[src/hdl/isrt_pkg.sv]
// Shared types and constants for the insertion sorter.
// No dependencies; used by the sorter top, the cell and the checker.
package isrt_pkg;

  localparam int ISRT_MAX_ITEMS = 64;
  localparam int VALUE_W = 32;

  typedef struct packed {
    logic signed [VALUE_W-1:0] value_in;
    logic                      last_in;
  } in_item_t;

  typedef struct packed {
    logic signed [VALUE_W-1:0] value_out;
    logic                      last_out;
    logic                      overflow;
  } out_item_t;

  typedef enum logic [1:0] {
    CELL_HOLD,
    CELL_INSERT,
    CELL_SHIFT
  } cell_mode_t;

  typedef struct packed {
    cell_mode_t                mode;
    logic signed [VALUE_W-1:0] value;
  } cell_ctrl_t;

  typedef enum logic {
    ST_LOAD,
    ST_EMIT
  } sorter_state_t;

endpackage

[src/hdl/isrt_cell.sv]
// One cell of the sorting chain: holds one stored value.
// Depends on isrt_pkg for the control struct and mode codes.
module isrt_cell (
  input  logic                                  clk,
  input  isrt_pkg::cell_ctrl_t                  ctrl,
  input  logic                                  occupied,
  input  logic signed [isrt_pkg::VALUE_W-1:0]   left_value,
  input  logic                                  left_greater,
  input  logic signed [isrt_pkg::VALUE_W-1:0]   right_value,
  output logic signed [isrt_pkg::VALUE_W-1:0]   value,
  output logic                                  greater
);
  import isrt_pkg::*;

  logic signed [VALUE_W-1:0] value_next;

  // Equal values stay in front of the new one, so only a strictly larger
  // stored value moves aside.
  assign greater = occupied && (value > ctrl.value);

  always_comb begin
    value_next = value;
    unique case (ctrl.mode)
      CELL_INSERT: begin
        if (left_greater) begin
          value_next = left_value;
        end else if (greater || !occupied) begin
          value_next = ctrl.value;
        end
      end
      CELL_SHIFT: value_next = right_value;
      default:    value_next = value;
    endcase
  end

  always_ff @(posedge clk) begin
    value <= value_next;
  end

endmodule

[config.mk]
export PLATFORM = sky130hd
export DESIGN_NAME = isrt_cell
export DESIGN_NICKNAME = d
export VERILOG_FILES = /design/src/hdl/isrt_pkg.sv /design/src/hdl/isrt_cell.sv
export SDC_FILE = /design/constraint.sdc
export NUM_CORES = 1
export LEC_CHECK = 0
export BUFFER_PORTS_ARGS = -buffer_cell sky130_fd_sc_hd__buf_2
export CAP_MARGIN = 20
export CORE_MARGIN = 4
export CORE_UTILIZATION = 42
export CTS_BUF_LIST = sky130_fd_sc_hd__clkbuf_8
export DETAILED_ROUTE_END_ITERATION = 16
export HOLD_SLACK_MARGIN = 0.06
export PLACE_DENSITY = 0.78
export SLEW_MARGIN = 20
export SYNTH_ARGS = -nofsm -noshare
export SYNTH_HDL_FRONTEND = slang
export SYNTH_SLANG_ARGS = --single-unit
[constraint.sdc]
create_clock -name clk -period 3.1 [get_ports clk]
set_input_delay 0.31 -clock clk [delete_from_list [all_inputs] [get_ports clk]]
set_output_delay 0.31 -clock clk [all_outputs]
set_load 0.01 [all_outputs]
After elaboration in Yosys (flattened, before gate mapping)
Cells that the tools add are included.

word-level totals
  word-level logic and storage cells = 13
  input bits = 101
  bits in registers = 32
  output and inout port bits = 33

cells by class
  order comparisons = 1
  reductions and logical operators = 5
  muxes and demuxes = 3
  equal/unequal tests = 3

operators by type and width
  kind                                                             count
  32-bit 2-to-1 mux                                                2
  32-bit case mux with 2 select lines                              1
  32-bit greater-than comparator                                   1
  3-bit != test, second input constant                             1
  2-bit by 1-bit == test with 1-bit output, second input constant  1
  2-bit == test, second input constant                             1
  2-bit AND reduction                                              1
  2-bit nonzero test                                               1
  1-bit logical AND                                                1
  1-bit logical NOT                                                1
  1-bit logical OR                                                 1

Longest topological paths before layout
  word-level depth = 6
  mapped depth = 8
  depth with buffers taken out = 8

Worst setup path before layout
OpenSTA, ideal clock, no wires.

  path kind = flip-flop to flip-flop
  start = register value[10] (netlist name)
  end = register value[0] (netlist name) (enable)
  period minus slack after synthesis = 3.113 ns
  slack = -0.013 ns
  setup time = 0.558 ns
  arrival = 2.555 ns
  required time = 2.542 ns
  buffers on the path = 0
  cell stages (with the launch flop) = 8
  path through = edfxtp_1 -> ha_1 -> a21oi_2 -> a211oi_1 -> or3_4 -> o41ai_4 -> a31oi_1 -> nand3b_1

on the way
  cells in the longest elaborated chain, start to end = 5

ends and longest elaborated chain
  what                                  line             text
  start, declared                       isrt_cell.sv:10  output logic signed [isrt_pkg::VALUE_W-1:0] value,
  start signal, assigned                isrt_cell.sv:37  value <= value_next;
  32-bit greater-than comparator        isrt_cell.sv:19  assign greater = occupied && (value > ctrl.value);
  1-bit logical AND                     isrt_cell.sv:19
  1-bit logical OR                      isrt_cell.sv:27  end else if (greater || !occupied) begin
  3-bit != test (no source line)        n/a
  2-bit AND reduction (no source line)  n/a

Every way passes these cells.
A chain may end at the register's enable or synchronous reset.

Worst setup path after layout
  start = register value[10] (netlist name)
  end = output greater

on the way
  cells in the longest elaborated chain, start to end = 2

ends and longest elaborated chain
  what                            line             text
  32-bit greater-than comparator  isrt_cell.sv:19
  1-bit logical AND               isrt_cell.sv:19
  end, declared                   isrt_cell.sv:11  output logic greater

Every way passes these cells.

==> out/results.tsv <==
stage	metric	value	unit
synthesis	syn_avg_cell_area	9.55	um2
grt	grt_pass1_wl	10500	um
grt	top_usage_layer	met2	
synthesis	ys_ff_latch	32	
power_and_ir_drop	ir_drop	0.000229	V
synthesis	syn_inst	267	
clock_tree	htree_levels	2	
routing	dr.pass1.iters	4	
clock_tree	cts.sinks	32	
critical_path	crit_path_end_kind	primary output	
routing	drc	0	
clock_tree	cts_made_buffers	5	
clock_tree	hold_buffers	0	
grt	antenna_found_initial	0	
sta	setup-tns-final	0	ps
synthesis	synth_area_leader_cell	edfxtp_1	
clock_tree	cts_tree	built	
critical_path	cpPeakStageDelay	420	ps
grt	grt_use_met1	20.1	%
power_and_ir_drop	powerDensity	405	nW/um2
die	dieWidth	85.9	um
critical_path	cp_slowest_cell	edfxtp_1	
clock_tree	path_clk_slew	70	ps
critical_path	critPathKind	reg2out	
critical_path	r2r_slack	480	ps
finish	largest_reg_flops	32	
grt	grtUsageMet3	3.65	%
critical_path	critPathArrivalTime	2380	ps
finish	final_util	57.6	%
outcome	status	finished clean	
finish	drive_gt1_share	37.9	%
synthesis	netlist_area	2550	um2
job	drv_cap	0	
sta	worst_slew_pin_slew	541	ps
sta	clock_skew	8.37	ps
critical_path	crit_path_cell_trace	ha_1 > a21oi_2 > a211oi_1 > or3_4 > o41ai_4 > nand3_2 > mux2i_1 > buf_2	
synthesis	synth_cell_types	33	
clock_tree	cts_setup_buffers	0	
sta	final-max-slew-violation-count	0	
hold_path	timing.hold.worst.class	in2reg	
power_and_ir_drop	power	1.38	mW
synthesis	synth-seq-area-share	37.7	%
synthesis	synth_top_area_share	37.7	%
synthesis	synth_common_cells	nand2_1, inv_1, mux2i_1, o21ai_0	
grt	grt_use_met2	33.4	%
routing	ant_nets	0	
sta	period_share	86.9	%
die	die-area	7380	um2
finish	nNetsFinal	533	
power_and_ir_drop	power_leakage	1.75	nW
routing	drtIter0Drc	70	
synthesis	yosys_warnings	0	
clock_tree	ctsResizeCount	0	
finish	top_regs	value x32	
die	core_area	5920	um2
place	portBuffers	133	
die	rows	28	
place	hpwl	5500	um
sta	rsz0062_at_grt	no	
clock_tree	clock_latency	280	ps
clock_tree	cts_root_buffer	clkbuf_8	
place	gp_congestion	0.768	
critical_path	cp.required	2790	ps
sta	fin_ws	406	ps
synthesis	synth-edff-count	32	
die	initial_utilization	43.1	%
grt	grt_use_total	17.9	%
sta	hold_viol_final	0	
synthesis	async_flop_share	0	%
sta	slew_headroom	63.7	%
die	dieHeight	85.9	um
finish	top_register	value	
sta	period_needed	2690	ps
die	num_io_pins	134	
routing	routed_wl	6610	um
grt	grt_max_degree	65	
critical_path	critical_path_buf_inv_count	1	
synthesis	synthFlopType	edfxtp_1	
clock_tree	clock_path_buffers	2	
critical_path	cpLargestDelayFamily	compound AO/OA/AOI/OAI gates	
sta	hold_slack	300	ps
routing	viasPerCell	5.04	
synthesis	yosys-top-cells-area	edfxtp_1, ha_1, mux2i_1	
routing	wl_per_cell	13.9	um
grt	grt_overflow	0	
finish	diodes	0	
sta	timing.fmax	0.371	GHz
synthesis	synth_fp_nets	400	
routing	via_count	2398	
finish	syn_to_final_growth	33.7	%
critical_path	critical_path.max_fanout	3	
grt	grt_pass1_vias	2354	
synthesis	yosysMostFrequentCell	nand2_1	
critical_path	critPathLaunchType	flop	
place	dp_slack	426	ps
sta	setup_viol	0	
per-layer routing:
layer	vias up	part of all wire, %	routed length [um]
met5	-	0	0
met3	10	5.9	390
met1	1101	40	2640
met2	71	52	3460
li1	1216	-	-
met4	0	1.7	113
path summary, 6_finish.rpt:
check | from | cells past startpoint | endpoint
max | value[10] | 8 | greater
min | right_value[20] | 3 | value[20]
max reg2reg | value[31] | 7 | value[12]
min reg2reg | value[31] | 5 | value[10]
placed cells by master (no fill, tap or decap), types with 2 or more instances in the layout:
| cell | netlist | layout |
|---|---|---|
| o21ai_0 | 33 | 33 |
| clkbuf_8 | 0 | 5 |
| nand3_1 | 3 | 3 |
| buf_4 | 0 | 4 |
| a211oi_1 | 3 | 3 |
| nor2_1 | 4 | 4 |
| a31oi_1 | 2 | 2 |
| nand2b_1 | 3 | 3 |
| inv_1 | 36 | 36 |
| a21oi_1 | 11 | 11 |
| buf_2 | 3 | 133 |
| nand4_1 | 6 | 6 |
| nor2b_1 | 3 | 2 |
| ha_1 | 32 | 32 |
| edfxtp_1 | 32 | 32 |
| clkinv_1 | 0 | 2 |
| nand2_1 | 37 | 37 |
| mux2i_1 | 33 | 33 |
| o21ai_1 | 2 | 2 |
cell type report:
type | count | area, um2
Sequential cell | 32 | 961
Inverter | 36 | 135
Timing Repair Buffer | 137 | 696
Tap cell | 75 | 93.8
Clock buffer | 5 | 68.8
Clock inverter | 3 | 37.5
Multi-Input combinational cell | 188 | 1420
Fill cell | 530 | 2510
power by group:
part / leakage (nW) / internal, mW / switching (mW)
Sequential: 0.314 / 0.549 / 0.0279
Clock: 0.0532 / 0.234 / 0.149
Combinational: 1.38 / 0.190 / 0.230
Total: 1.75 / 0.973 / 0.407
tightest hold or removal path, stage by stage:
cell and delay [ps]:
buf_2 70, nand2_1 30, o21ai_0 50
stage by stage:
stage	std cells	cell area [um2]
after floorplan	267	2550
after global placement	468	3300
after detailed placement	468	3300
after CTS	476	3410
after global routing	476	3410
final	476	3410
logic make-up after synthesis:
logic type	count (synthesis)	share of synthesized area, %
fa+ha+maj	32	15.7
compound gates	59	13.8
simple gates	64	12.8
mux	33	13.0
flops	32	37.7
buf+inv	47	7.07
No activity file was read; power rests on OpenSTA's default activity.
